==> config.mk <==
export PLATFORM = sky130hd
export DESIGN_NAME = fixed_partition_fit_allocator
export DESIGN_NICKNAME = d
export VERILOG_FILES = /design/src/sv/fpfa_pkg.sv /design/src/sv/fixed_partition_fit_allocator.sv /design/src/sv/fpfa_front.sv /design/src/sv/fpfa_back.sv
export SDC_FILE = /design/constraint.sdc
export NUM_CORES = 1
export LEC_CHECK = 0
export BUFFER_PORTS_ARGS = -buffer_cell sky130_fd_sc_hd__buf_2
export CAP_MARGIN = 20
export CORE_MARGIN = 2
export CORE_UTILIZATION = 50
export CTS_CLUSTER_SIZE = 40
export DETAILED_ROUTE_END_ITERATION = 8
export PLACE_DENSITY = 0.7
export SLEW_MARGIN = 10
export SYNTH_ARGS = -nofsm -noshare
export SYNTH_HDL_FRONTEND = slang
export SYNTH_SLANG_ARGS = --single-unit
==> constraint.sdc <==
create_clock -name clk -period 3.85 [get_ports clk]
set_input_delay 0.5775 -clock clk [delete_from_list [all_inputs] [get_ports clk]]
set_output_delay 0.5775 -clock clk [all_outputs]
set_load 0.02 [all_outputs]
==> src/sv/fpfa_pkg.sv <==
`default_nettype none
package fpfa_pkg;

	localparam int MAX_PARTITIONS_DEF = 16;
	localparam int SIZE_WIDTH_DEF = 16;

	localparam int FIELD_SIZE_W = 16;
	localparam int TOTAL_W = 20;
	localparam logic [TOTAL_W-1:0] TOTAL_MAX = 20'hFFFFF;

	localparam int CFG_INDEX_W = 2;
	localparam int CFG_DATA_W = 5;

	// opcode codes of an input item
	localparam logic [1:0] OP_LOAD = 2'd0;
	localparam logic [1:0] OP_ALLOC = 2'd1;
	localparam logic [1:0] OP_CLEAR = 2'd2;

	// register indexes
	localparam logic [CFG_INDEX_W-1:0] REG_POLICY = 2'd0;
	localparam logic [CFG_INDEX_W-1:0] REG_COUNT = 2'd1;
	localparam logic [CFG_INDEX_W-1:0] REG_NF_START = 2'd2;

	localparam logic [4:0] COUNT_RESET = 5'd16;

	typedef enum logic [1:0] {
		POL_BEST = 2'd0,
		POL_WORST = 2'd1,
		POL_FIRST = 2'd2,
		POL_NEXT = 2'd3
	} policy_t;

	typedef enum logic [1:0] {
		K_LOAD,
		K_ALLOC,
		K_CLEAR,
		K_NOP
	} cmd_kind_t;

	typedef enum logic [1:0] {
		ST_IDLE,
		ST_SCAN,
		ST_WAIT,
		ST_FINISH
	} back_state_t;

	typedef struct packed {
		logic [1:0] opcode;
		logic [3:0] slot_index;
		logic [FIELD_SIZE_W-1:0] slot_size;
		logic [FIELD_SIZE_W-1:0] request_size;
	} in_item_t;

	typedef struct packed {
		logic granted;
		logic [4:0] partition_number;
		logic [FIELD_SIZE_W-1:0] granted_size;
		logic [FIELD_SIZE_W-1:0] internal_fragment;
		logic [TOTAL_W-1:0] total_fragment;
	} out_item_t;

	typedef struct packed {
		cmd_kind_t kind;
		logic [3:0] slot_index;
		logic [FIELD_SIZE_W-1:0] slot_size;
		logic [FIELD_SIZE_W-1:0] request_size;
	} cmd_t;

	typedef struct packed {
		policy_t policy;
		logic [4:0] count;
		logic [3:0] nf_start;
	} cfg_t;

endpackage
`default_nettype wire

==> src/sv/fixed_partition_fit_allocator.sv <==
// an allocate gives its result after a scan of the n partitions in use (one read a cycle);
// every other item, and an allocate with n = 0, gives its result without a scan
// throughput: one load or clear per cycle when the executor is free; an allocate holds it
// through its scan, and a two-entry command queue keeps taking items meanwhile (busy when full)
// reset: registers to defaults, used marks, total and next-fit pointer cleared;
// the size table is not cleared. results cannot be stalled
`default_nettype none
module fixed_partition_fit_allocator #(
	parameter int MAX_PARTITIONS = fpfa_pkg::MAX_PARTITIONS_DEF,
	parameter int SIZE_WIDTH = fpfa_pkg::SIZE_WIDTH_DEF
) (
	input wire logic clk,
	input wire logic arst_n,
	input wire logic start,
	output logic busy,
	input wire fpfa_pkg::in_item_t request,
	output logic done,
	output fpfa_pkg::out_item_t result,
	input wire logic cfg_we,
	input wire logic [fpfa_pkg::CFG_INDEX_W-1:0] cfg_index,
	input wire logic [fpfa_pkg::CFG_DATA_W-1:0] cfg_data
);

	fpfa_pkg::cfg_t cfg_q;
	logic cmd_valid;
	logic cmd_ready;
	fpfa_pkg::cmd_t cmd;

	always_ff @(posedge clk or negedge arst_n) begin
		if (!arst_n) begin
			cfg_q.policy <= fpfa_pkg::POL_BEST;
			cfg_q.count <= fpfa_pkg::COUNT_RESET;
			cfg_q.nf_start <= '0;
		end else if (cfg_we) begin
			unique case (cfg_index)
				fpfa_pkg::REG_POLICY: cfg_q.policy <= fpfa_pkg::policy_t'(cfg_data[1:0]);
				fpfa_pkg::REG_COUNT: cfg_q.count <= cfg_data;
				fpfa_pkg::REG_NF_START: cfg_q.nf_start <= cfg_data[3:0];
				default: begin
				end
			endcase
		end
	end

	fpfa_front u_front (
		.clk(clk),
		.arst_n(arst_n),
		.start(start),
		.request(request),
		.busy(busy),
		.cmd_valid(cmd_valid),
		.cmd(cmd),
		.cmd_ready(cmd_ready)
	);

	fpfa_back #(
		.MAX_PARTITIONS(MAX_PARTITIONS),
		.SIZE_WIDTH(SIZE_WIDTH)
	) u_back (
		.clk(clk),
		.arst_n(arst_n),
		.cfg(cfg_q),
		.cmd_valid(cmd_valid),
		.cmd(cmd),
		.cmd_ready(cmd_ready),
		.done(done),
		.result(result)
	);

endmodule
`default_nettype wire

==> src/sv/fpfa_front.sv <==
`default_nettype none
module fpfa_front (
	input wire logic clk,
	input wire logic arst_n,
	input wire logic start,
	input wire fpfa_pkg::in_item_t request,
	output logic busy,
	output logic cmd_valid,
	output fpfa_pkg::cmd_t cmd,
	input wire logic cmd_ready
);

	fpfa_pkg::cmd_t queue_q [2];
	logic wr_ptr_q;
	logic rd_ptr_q;
	logic [1:0] count_q;
	fpfa_pkg::cmd_t classified;
	logic push;
	logic pop;

	always_comb begin
		classified.slot_index = request.slot_index;
		classified.slot_size = request.slot_size;
		classified.request_size = request.request_size;
		unique case (request.opcode)
			fpfa_pkg::OP_LOAD: classified.kind = fpfa_pkg::K_LOAD;
			fpfa_pkg::OP_ALLOC: classified.kind = fpfa_pkg::K_ALLOC;
			fpfa_pkg::OP_CLEAR: classified.kind = fpfa_pkg::K_CLEAR;
			default: classified.kind = fpfa_pkg::K_NOP;
		endcase
	end

	assign busy = (count_q == 2'd2);
	assign push = start && !busy;
	assign cmd_valid = (count_q != 2'd0);
	assign pop = cmd_valid && cmd_ready;
	assign cmd = queue_q[rd_ptr_q];

	always_ff @(posedge clk or negedge arst_n) begin
		if (!arst_n) begin
			wr_ptr_q <= 1'b0;
			rd_ptr_q <= 1'b0;
			count_q <= 2'd0;
		end else begin
			if (push) wr_ptr_q <= !wr_ptr_q;
			if (pop) rd_ptr_q <= !rd_ptr_q;
			if (push && !pop) count_q <= count_q + 2'd1;
			else if (pop && !push) count_q <= count_q - 2'd1;
		end
	end

	always_ff @(posedge clk) begin
		if (push) queue_q[wr_ptr_q] <= classified;
	end

endmodule
`default_nettype wire

==> src/sv/fpfa_back.sv <==
`default_nettype none
module fpfa_back #(
	parameter int MAX_PARTITIONS = fpfa_pkg::MAX_PARTITIONS_DEF,
	parameter int SIZE_WIDTH = fpfa_pkg::SIZE_WIDTH_DEF
) (
	input wire logic clk,
	input wire logic arst_n,
	input wire fpfa_pkg::cfg_t cfg,
	input wire logic cmd_valid,
	input wire fpfa_pkg::cmd_t cmd,
	output logic cmd_ready,
	output logic done,
	output fpfa_pkg::out_item_t result
);

	localparam int PW = $clog2(MAX_PARTITIONS);
	localparam int NW = $clog2(MAX_PARTITIONS + 1);
	localparam int SPW = (PW > 4) ? PW : 4;
	localparam int CW = (SIZE_WIDTH > fpfa_pkg::FIELD_SIZE_W) ?
		SIZE_WIDTH : fpfa_pkg::FIELD_SIZE_W;
	localparam int SW = ((CW > fpfa_pkg::TOTAL_W) ? CW : fpfa_pkg::TOTAL_W) + 1;

	fpfa_pkg::back_state_t state_q;
	fpfa_pkg::back_state_t state_d;

	logic [SIZE_WIDTH-1:0] mem [MAX_PARTITIONS];
	logic [MAX_PARTITIONS-1:0] used_q;
	logic [SPW-1:0] ptr_q;
	logic [fpfa_pkg::TOTAL_W-1:0] total_q;
	logic done_q;
	fpfa_pkg::out_item_t result_q;

	logic [NW-1:0] n_active;
	logic [NW-1:0] n_q;
	logic [NW-1:0] iss_cnt_q;
	logic [PW-1:0] iss_idx_q;
	logic [NW-1:0] iss_idx_inc;
	logic last_issue;
	logic [PW-1:0] scan_start;
	logic [fpfa_pkg::FIELD_SIZE_W-1:0] req_q;

	logic vld_s1;
	logic used_s1;
	logic [PW-1:0] idx_s1;
	logic [SIZE_WIDTH-1:0] size_s1;

	logic found_q;
	logic [PW-1:0] best_idx_q;
	logic [SIZE_WIDTH-1:0] best_size_q;

	logic fit;
	logic take;
	logic start_alloc;
	logic load_we;
	logic [CW-1:0] frag;
	logic [SW-1:0] sum;
	logic [fpfa_pkg::TOTAL_W-1:0] total_next;

	assign n_active = (32'(cfg.count) > MAX_PARTITIONS) ?
		NW'(MAX_PARTITIONS) : NW'(cfg.count);
	assign scan_start = (cfg.policy == fpfa_pkg::POL_NEXT && 32'(ptr_q) < 32'(n_active)) ?
		PW'(ptr_q) : '0;
	assign iss_idx_inc = NW'(iss_idx_q) + NW'(1);
	assign last_issue = (iss_cnt_q == n_q - NW'(1));

	assign start_alloc = (state_q == fpfa_pkg::ST_IDLE) && cmd_valid &&
		cmd.kind == fpfa_pkg::K_ALLOC && n_active != '0;
	assign load_we = (state_q == fpfa_pkg::ST_IDLE) && cmd_valid &&
		cmd.kind == fpfa_pkg::K_LOAD && 32'(cmd.slot_index) < MAX_PARTITIONS;

	// best and worst replace only on a strict improvement, so the lowest index wins ties
	always_comb begin
		fit = !used_s1 && CW'(size_s1) >= CW'(req_q);
		take = fit && (!found_q ||
			(cfg.policy == fpfa_pkg::POL_BEST && size_s1 < best_size_q) ||
			(cfg.policy == fpfa_pkg::POL_WORST && size_s1 > best_size_q));
	end

	assign frag = CW'(best_size_q) - CW'(req_q);
	assign sum = SW'(total_q) + SW'(frag);
	assign total_next = (sum > SW'(fpfa_pkg::TOTAL_MAX)) ?
		fpfa_pkg::TOTAL_MAX : fpfa_pkg::TOTAL_W'(sum);

	always_comb begin
		state_d = state_q;
		cmd_ready = 1'b0;
		unique case (state_q)
			fpfa_pkg::ST_IDLE: begin
				if (cmd_valid) begin
					cmd_ready = 1'b1;
					if (start_alloc) state_d = fpfa_pkg::ST_SCAN;
				end
			end
			fpfa_pkg::ST_SCAN: begin
				if (last_issue) state_d = fpfa_pkg::ST_WAIT;
			end
			fpfa_pkg::ST_WAIT: state_d = fpfa_pkg::ST_FINISH;
			fpfa_pkg::ST_FINISH: state_d = fpfa_pkg::ST_IDLE;
			default: state_d = fpfa_pkg::ST_IDLE;
		endcase
	end

	always_ff @(posedge clk or negedge arst_n) begin
		if (!arst_n) state_q <= fpfa_pkg::ST_IDLE;
		else state_q <= state_d;
	end

	// size table: one write port, one registered read port
	always_ff @(posedge clk) begin
		if (load_we) mem[PW'(cmd.slot_index)] <= SIZE_WIDTH'(cmd.slot_size);
		size_s1 <= mem[iss_idx_q];
	end

	always_ff @(posedge clk or negedge arst_n) begin
		if (!arst_n) begin
			used_q <= '0;
			ptr_q <= '0;
			total_q <= '0;
			done_q <= 1'b0;
			vld_s1 <= 1'b0;
			found_q <= 1'b0;
		end else begin
			done_q <= 1'b0;
			vld_s1 <= (state_q == fpfa_pkg::ST_SCAN);
			if (vld_s1 && take) found_q <= 1'b1;
			unique case (state_q)
				fpfa_pkg::ST_IDLE: begin
					found_q <= 1'b0;
					if (cmd_valid && !start_alloc) done_q <= 1'b1;
					if (cmd_valid && cmd.kind == fpfa_pkg::K_CLEAR) begin
						used_q <= '0;
						total_q <= '0;
						ptr_q <= SPW'(cfg.nf_start);
					end
				end
				fpfa_pkg::ST_FINISH: begin
					done_q <= 1'b1;
					if (found_q) begin
						used_q[best_idx_q] <= 1'b1;
						total_q <= total_next;
						if (cfg.policy == fpfa_pkg::POL_NEXT) ptr_q <= SPW'(best_idx_q);
					end
				end
				default: begin
				end
			endcase
		end
	end

	always_ff @(posedge clk) begin
		used_s1 <= used_q[iss_idx_q];
		idx_s1 <= iss_idx_q;
		if (vld_s1 && take) begin
			best_idx_q <= idx_s1;
			best_size_q <= size_s1;
		end
		if (start_alloc) begin
			n_q <= n_active;
			iss_cnt_q <= '0;
			iss_idx_q <= scan_start;
			req_q <= cmd.request_size;
		end else if (state_q == fpfa_pkg::ST_SCAN) begin
			iss_cnt_q <= iss_cnt_q + NW'(1);
			// wrap around for a round-robin scan
			iss_idx_q <= (iss_idx_inc >= n_q) ? '0 : PW'(iss_idx_inc);
		end
		if (state_q == fpfa_pkg::ST_IDLE) begin
			result_q.granted <= 1'b0;
			result_q.partition_number <= '0;
			result_q.granted_size <= '0;
			result_q.internal_fragment <= '0;
			result_q.total_fragment <= (cmd.kind == fpfa_pkg::K_CLEAR) ? '0 : total_q;
		end else if (state_q == fpfa_pkg::ST_FINISH) begin
			result_q.granted <= found_q;
			result_q.partition_number <= found_q ? 5'(32'(best_idx_q) + 1) : '0;
			result_q.granted_size <= found_q ?
				fpfa_pkg::FIELD_SIZE_W'(best_size_q) : '0;
			result_q.internal_fragment <= found_q ? fpfa_pkg::FIELD_SIZE_W'(frag) : '0;
			result_q.total_fragment <= found_q ? total_next : total_q;
		end
	end

	assign done = done_q;
	assign result = result_q;

endmodule
`default_nettype wire
After elaboration in Yosys (flattened, before gate mapping)
Memory sizes are Yosys's and may differ from the RTL's. A register that Yosys moved wholly into a read port is not among the register bits.
Index checks and enable logic that the tools add are counted.
{"block": "totals", "ff_bits": 173, "ram_bits": 332, "in_bits": 49, "output_inout_bits": 60, "word_cells": 154, "memories": 2}
{"block": "op_classes", "add_sub_neg": 8, "magnitude_cmp": 10, "eq_ne": 19, "muxes": 43, "n_bitwise": 1, "n_reduce_logical": 45}
{"name": "u_back.mem", "words": 16, "width": 16, "read_ports": 1, "rd_ports_with_merged_regs": 1, "wr": 1, "line": "fpfa_back.sv:26", "text": "logic [SIZE_WIDTH-1:0] mem [MAX_PARTITIONS];"}
{"name": "u_front.queue_q", "words": 2, "width": 38, "read_ports": 1, "rd_ports_with_merged_regs": 0, "wr": 1, "line": "fpfa_front.sv:13", "text": "fpfa_pkg::cmd_t queue_q [2];"}
{"operator": "20-bit 2-to-1 mux", "n": 6}
{"operator": "16-bit 2-to-1 mux", "n": 4}
{"operator": "20-bit one-hot mux with 2 select lines", "n": 1}
{"operator": "16-bit one-hot mux with 2 select lines", "n": 1}
{"operator": "4-bit 2-to-1 mux", "n": 7}
{"operator": "20-bit by 16-bit adder with 21-bit output", "n": 1}
{"operator": "21-bit by 20-bit > comparator with 1-bit output (second input constant)", "n": 1}
{"operator": "1-bit logical AND", "n": 17}
{"operator": "16-bit greater-or-equal comparator", "n": 1}
{"operator": "16-bit > comparator", "n": 1}
{"operator": "16-bit < comparator", "n": 1}
{"operator": "16-bit OR", "n": 1}
{"operator": "16-bit subtractor", "n": 1}
{"operator": "2-bit == test (second input constant)", "n": 7}
{"operator": "2-bit by 1-bit inequality test with 1-bit output (second input constant)", "n": 6}
{"operator": "1-bit 2-to-1 mux", "n": 11}
{"operator": "4-bit by 1-bit adder with 5-bit output (second input constant)", "n": 2}
{"operator": "2-bit by 1-bit == test with 1-bit output (second input constant)", "n": 5}
{"operator": "2-bit logical NOT", "n": 5}
{"operator": "4-bit by 5-bit < comparator with 1-bit output (second input constant)", "n": 2}
{"operator": "2-bit 2-to-1 mux", "n": 5}
{"operator": "5-bit 2-to-1 mux", "n": 2}
{"operator": "2-bit nonzero test", "n": 5}
{"operator": "1-bit logical NOT", "n": 8}
{"operator": "20 further kinds", "n": 25}

Longest topological paths before layout
{"block": "logic_depth", "word_depth": 8, "mapped_depth": 20, "depth_no_buf": 18}

Hierarchy
From an unflattened synthesis, not the netlist that was laid out.
{"block": "hier_totals", "hier_cells": 1430, "area_unflattened_um2": 22079.9}
{"module": "fpfa_back", "n_inst": 1, "cells_each": 1266, "area_each_um2": 18660.4, "seq_area_each_um2": 12046.6}
{"module": "fpfa_front", "n_inst": 1, "cells_each": 139, "area_each_um2": 2996.6, "seq_area_each_um2": 2382.3}
{"module": "fixed_partition_fit_allocator", "n_inst": 1, "cells_each": 25, "area_each_um2": 422.9, "seq_area_each_um2": 276.5}

Worst setup path after synthesis
OpenSTA, ideal clock, no wires.
{"block": "synth_timing", "kind": "flip-flop to flip-flop", "from": "register u_back.best_size_q[0]", "to": "register u_back.result_q, in the netlist u_back.result[16], data pin", "setup_time_ns": 0.274, "arrival_time_ns": 3.627, "path_slack_ns": -0.051, "path_stages_with_launch": 20, "path_buffers": 1, "path_cell_list": "edfxtp_1 -> inv_1 -> ha_1 -> fa_1 -> nor2b_1 -> o31a_1 -> o21ai_1 -> a21boi_0 -> o21a_1 -> or3_1 -> and2_1 -> ha_1 -> and4_1 -> o21ai_0 -> a21o_1 -> and2_1 -> buf_6 -> o31ai_4 -> and3b_2 -> a221oi_1"}
{"block": "synth_between", "elab_chain_len": 7}
{"element": "start, declared", "line": "fpfa_back.sv:49", "text": "logic [SIZE_WIDTH-1:0] best_size_q;"}
{"element": "start signal, assigned", "line": "fpfa_back.sv:155", "text": "best_size_q <= size_s1;"}
{"element": "16-bit subtractor (*)", "line": "fpfa_back.sv:79", "text": "assign frag = CW'(best_size_q) - CW'(req_q);"}
{"element": "20-bit by 16-bit adder with 21-bit output (*)", "line": "fpfa_back.sv:80", "text": "assign sum = SW'(total_q) + SW'(frag);"}
{"element": "21-bit by 20-bit > comparator with 1-bit output", "line": "fpfa_back.sv:81", "text": "assign total_next = (sum > SW'(fpfa_pkg::TOTAL_MAX)) ?"}
{"element": "20-bit 2-to-1 mux (*)", "line": "fpfa_back.sv:81"}
{"element": "20-bit 2-to-1 mux (*)", "line": "fpfa_back.sv:179", "text": "result_q.total_fragment <= found_q ? total_next : total_q;"}
{"element": "20-bit 2-to-1 mux (*)", "line": "fpfa_back.sv:173", "text": "end else if (state_q == fpfa_pkg::ST_FINISH) begin"}
{"element": "20-bit 2-to-1 mux (*)", "line": "fpfa_back.sv:167", "text": "if (state_q == fpfa_pkg::ST_IDLE) begin"}
{"element": "end, declared", "line": "fpfa_back.sv:31", "text": "fpfa_pkg::out_item_t result_q;"}
Mark *: on every way between the ends. The rest lies on a longest branch, timed or not. The select of a mux whose other input is x is not followed.
A chain may end at the register's enable or synchronous reset.

Final worst setup path
{"block": "layout_timing", "from": "register u_back.req_q[1] in the netlist's numbering", "to": "register u_back.result_q, in the netlist u_back.result[16], data pin"}
{"block": "layout_between", "elab_chain_len": 7}
{"element": "start, declared", "line": "fpfa_back.sv:40", "text": "logic [fpfa_pkg::FIELD_SIZE_W-1:0] req_q;"}
{"element": "start signal, assigned", "line": "fpfa_back.sv:161", "text": "req_q <= cmd.request_size;"}
{"element": "16-bit subtractor (*)", "line": "fpfa_back.sv:79"}
{"element": "20-bit by 16-bit adder with 21-bit output (*)", "line": "fpfa_back.sv:80"}
{"element": "21-bit by 20-bit > comparator with 1-bit output", "line": "fpfa_back.sv:81"}
{"element": "20-bit 2-to-1 mux (*)", "line": "fpfa_back.sv:81"}
{"element": "20-bit 2-to-1 mux (*)", "line": "fpfa_back.sv:179"}
{"element": "20-bit 2-to-1 mux (*)", "line": "fpfa_back.sv:173"}
{"element": "20-bit 2-to-1 mux (*)", "line": "fpfa_back.sv:167"}
Marked as above.

==> impl_metrics.py <==
metrics = {
    "synth": {
        "seq_area_frac_synth": 0.6532,
        "postSynthAreaPerCell_um2": 13.92,
        "synth-main-ff-cell": "edfxtp_1",
        "ys_ff_latch": 521,
        "synth_edf_count": 397,
        "synthDistinctLibCells": 74,
        "synthCells": 1617,
        "async_flop_share": 0.1152,
        "syn_nets": 1753,
        "yosys_warnings": 0,
        "syn-cell-area_um2": 22510,
    },
    "die": {
        "core_um2": 44320,
        "num_rows": 77,
        "die_h_um": 216.2,
        "initial_core_util": 0.5080,
        "die_w_um": 216.2,
        "dieArea_um2": 46740,
        "io_pins": 109,
    },
    "global_route": {
        "grt_max_degree": 73,
        "use_met3": 0.02793,
        "grt_first_pass_wirelength_mm": 79.03,
        "gr-total-overflow": 0,
        "grt_use_met2": 0.3762,
        "grt_pass1_vias": 13910,
        "grt_antenna_before_repair": 0,
        "grtUsageMet1": 0.2906,
        "grt_usage": 0.2201,
        "grt-busiest-layer": "met2",
    },
    "sta": {
        "fin_crit_sh": 1.010,
        "setup_tns_ns": -0.1432,
        "min_period_ns": 3.888,
        "fmax_ghz": 0.2572,
        "hold_viol": 0,
        "slew_violations": 0,
        "slew_headroom": 0.4108,
        "finalSetupViolations": 6,
        "grt_setup_unrepaired": "true",
        "worstMarginPinSlew_ns": 0.8838,
        "setup_ws_ns": -0.03823,
        "finClkSkew_ns": 0.03586,
    },
    "finish": {
        "layout.filler_cells": 3402,
        "final_cell_mix": "edfxtp_1 (397), nand2_1 (132), buf_4 (109)",
        "antenna_cells": 0,
        "areaGrowthSynthToFinish_pct": 17.56,
        "nNetsFinal": 1960,
        "final_common_cell": "edfxtp_1",
        "drive_gt1_frac": 0.2421,
        "fin_util": 0.5972,
    },
    "worst_setup_path": {
        "crit_fanout": 8,
        "endpoint_kind": "register",
        "crit_path_start_kind": "register",
        "ff2ff_setup_slack_ns": -0.04,
        "r2r_cells": 18,
        "required_ns": 4.30,
        "arrival_ns": 4.34,
        "r2r-end": "u_back.result[16]",
        "critical_path_class": "reg2reg",
        "r2r-start": "u_back.req_q[1]",
    },
    "place": {
        "dp_hpwl_mm": 34.13,
        "place_congestion": 0.8847,
        "port_buffers": 108,
    },
    "clock_network": {
        "clock_latency_ns": 0.62,
        "cts-htree-levels": 2,
        "cts_root_buffer": "clkbuf_16",
        "clk_pin_slew_ns": 0.06,
        "hold_buffers": 0,
        "cts_tree": "done",
        "cts_buffers": 52,
        "cts.sinks": 521,
        "clockBufferDepth": 3,
    },
    "route": {
        "avgRoutedWirePerCell_um": 21.07,
        "ant_nets": 0,
        "via_count": 14010,
        "drc": 0,
        "drtIter0Drc": 1049,
        "drt-total-wl_mm": 51.81,
        "via_per_inst": 5.695,
        "firstDrtPassIters": 5,
    },
    "hold_path": {
        "hold_path_class": "in2async",
    },
    "run_status": {
        "status": "finished, violations left",
        "violations": "negative setup slack",
    },
    "flow_run": {
        "max_cap_violations": 0,
    },
    "power_and_ir_drop": {
        "irDropWorstVdd_mv": 0.5166,
        "p_leak_nw": 10.24,
        "power_density_nw_per_um2": 824.4,
    },
}
per-layer routing:
metal,up-vias,part of all wire,routed length [um]
met5,-,0,0
met4,0,0.028,1426
met3,89,0.047,2460
met2,438,0.50,25740
met1,6935,0.43,22190
li1,6543,-,-
worst max path at each step:
stage | start | to | slack, ns | cells past startpoint
3_3_place_gp | u_back.best_size_q[0] | u_back.result[12] | -0.20 | 18
4_1_cts | u_back.best_size_q[0] | u_back.result[16] | -0.03 | 19
6_report | u_back.req_q[1] | u_back.result[16] | -0.04 | 18
3_5_place_dp | u_back.req_q[0] | u_back.result[17] | -0.31 | 16
5_1_grt | u_back.req_q[1] | u_back.result[13] | -0.37 | 18
2_1_floorplan | u_back.best_size_q[0] | u_back.result[12] | 0.02 | 18
synthesized netlist by cell type, drive strengths merged, types with 10 or more instances:
| library cell | count | area, um^2 |
|---|---|---|
| xor2 | 20 | 175.2 |
| mux2i | 62 | 620.6 |
| nor2 | 93 | 349.1 |
| buf | 21 | 120.1 |
| nand2 | 132 | 495.5 |
| a22o | 13 | 113.9 |
| clkbuf | 46 | 182.7 |
| o22ai | 10 | 62.56 |
| a21oi | 81 | 405.4 |
| a21o | 25 | 190.2 |
| o221ai | 10 | 87.58 |
| a221oi | 20 | 181.4 |
| ha | 85 | 1064 |
| nor2b | 10 | 65.06 |
| xnor2 | 22 | 192.7 |
| dfxtp | 64 | 1281 |
| a22oi | 17 | 127.6 |
| a31oi | 10 | 62.56 |
| dfrtp | 59 | 1476 |
| inv | 72 | 270.3 |
| mux4 | 34 | 765.7 |
| edfxtp | 397 | 11920 |
| o21ai | 105 | 529.3 |
| nor3 | 18 | 95.09 |
| mux2 | 55 | 619.3 |
| nand2b | 18 | 112.6 |
metrics by stage:
step                      worst slack, ns  instance area (um^2)  instances  power [W]  hold slack, ns
after floorplan                   0.01593                 22530       1617    0.01346          0.2819
after global placement            -0.2014                 24310       2350    0.01609          0.3877
after detailed placement          -0.3099                 24310       2350    0.01631          0.3887
after CTS                        -0.02794                 26300       2454    0.02176         0.08902
after global routing              -0.3719                 26470       2459    0.02298          0.1212
final                            -0.03823                 26470       2459    0.02182         0.07869
registers in the layout (all words and copies together) (netlist names), 16 cells and up:
signal              flops
u_back.best_size_q     16
u_back.used_q          16
u_back.req_q           16
u_back.size_s1         16
u_front.queue_q        76
u_back.total_q         20
u_back.result          58
u_back.mem            256
cells by family after synthesis:
group | Yosys count | synth area share
DFF | 521 | 0.6532
buffers and inverters | 139 | 0.02545
xor gates and xnor gates | 42 | 0.01634
adders and majority gates | 87 | 0.04902
AOI/OAI and AO/OA | 349 | 0.1003
muxes | 151 | 0.08909
and+or+nand+nor | 328 | 0.06669
power by group:
group	leakage [nW]	switching [W]	internal, W
Combinational	4.42	0.00498	0.00335
Clock	0.883	0.00218	0.00307
Sequential	4.93	0.000700	0.00753
area by class of cell:
type | instances | area (um^2) | share of cell area
clock buffer | 63 | 1394 | 0.05266
clock inverter | 34 | 411.6 | 0.01555
inverter | 72 | 270.3 | 0.01021
multi-input combinational | 957 | 7533 | 0.2846
sequential | 521 | 14710 | 0.5557
tap | 592 | 740.7 | 0.02799
timing repair buffer | 220 | 1410 | 0.05328
timing repair:
item,in CTS,in global routing
pin swaps,6,20
setup endpoints to repair,39,40
gates resized for setup,28,29
setup buffers,7,5
critical path, cell delays in order (launching register included):
cell and delay (ns):
edfxtp_1 0.43, inv_1 0.12, ha_1 0.23, nor2b_1 0.13, o21a_1 0.18, o21ai_0 0.20, buf_4 0.18, nand2b_1 0.06
a21oi_1 0.23, xnor2_2 0.20, ha_1 0.33, a21oi_1 0.18, nor2b_2 0.19, a21o_1 0.17, and2_4 0.19, o31ai_4 0.06
buf_6 0.15, and3b_2 0.23, a221oi_2 0.25
(Power assumes the default switching activity.)
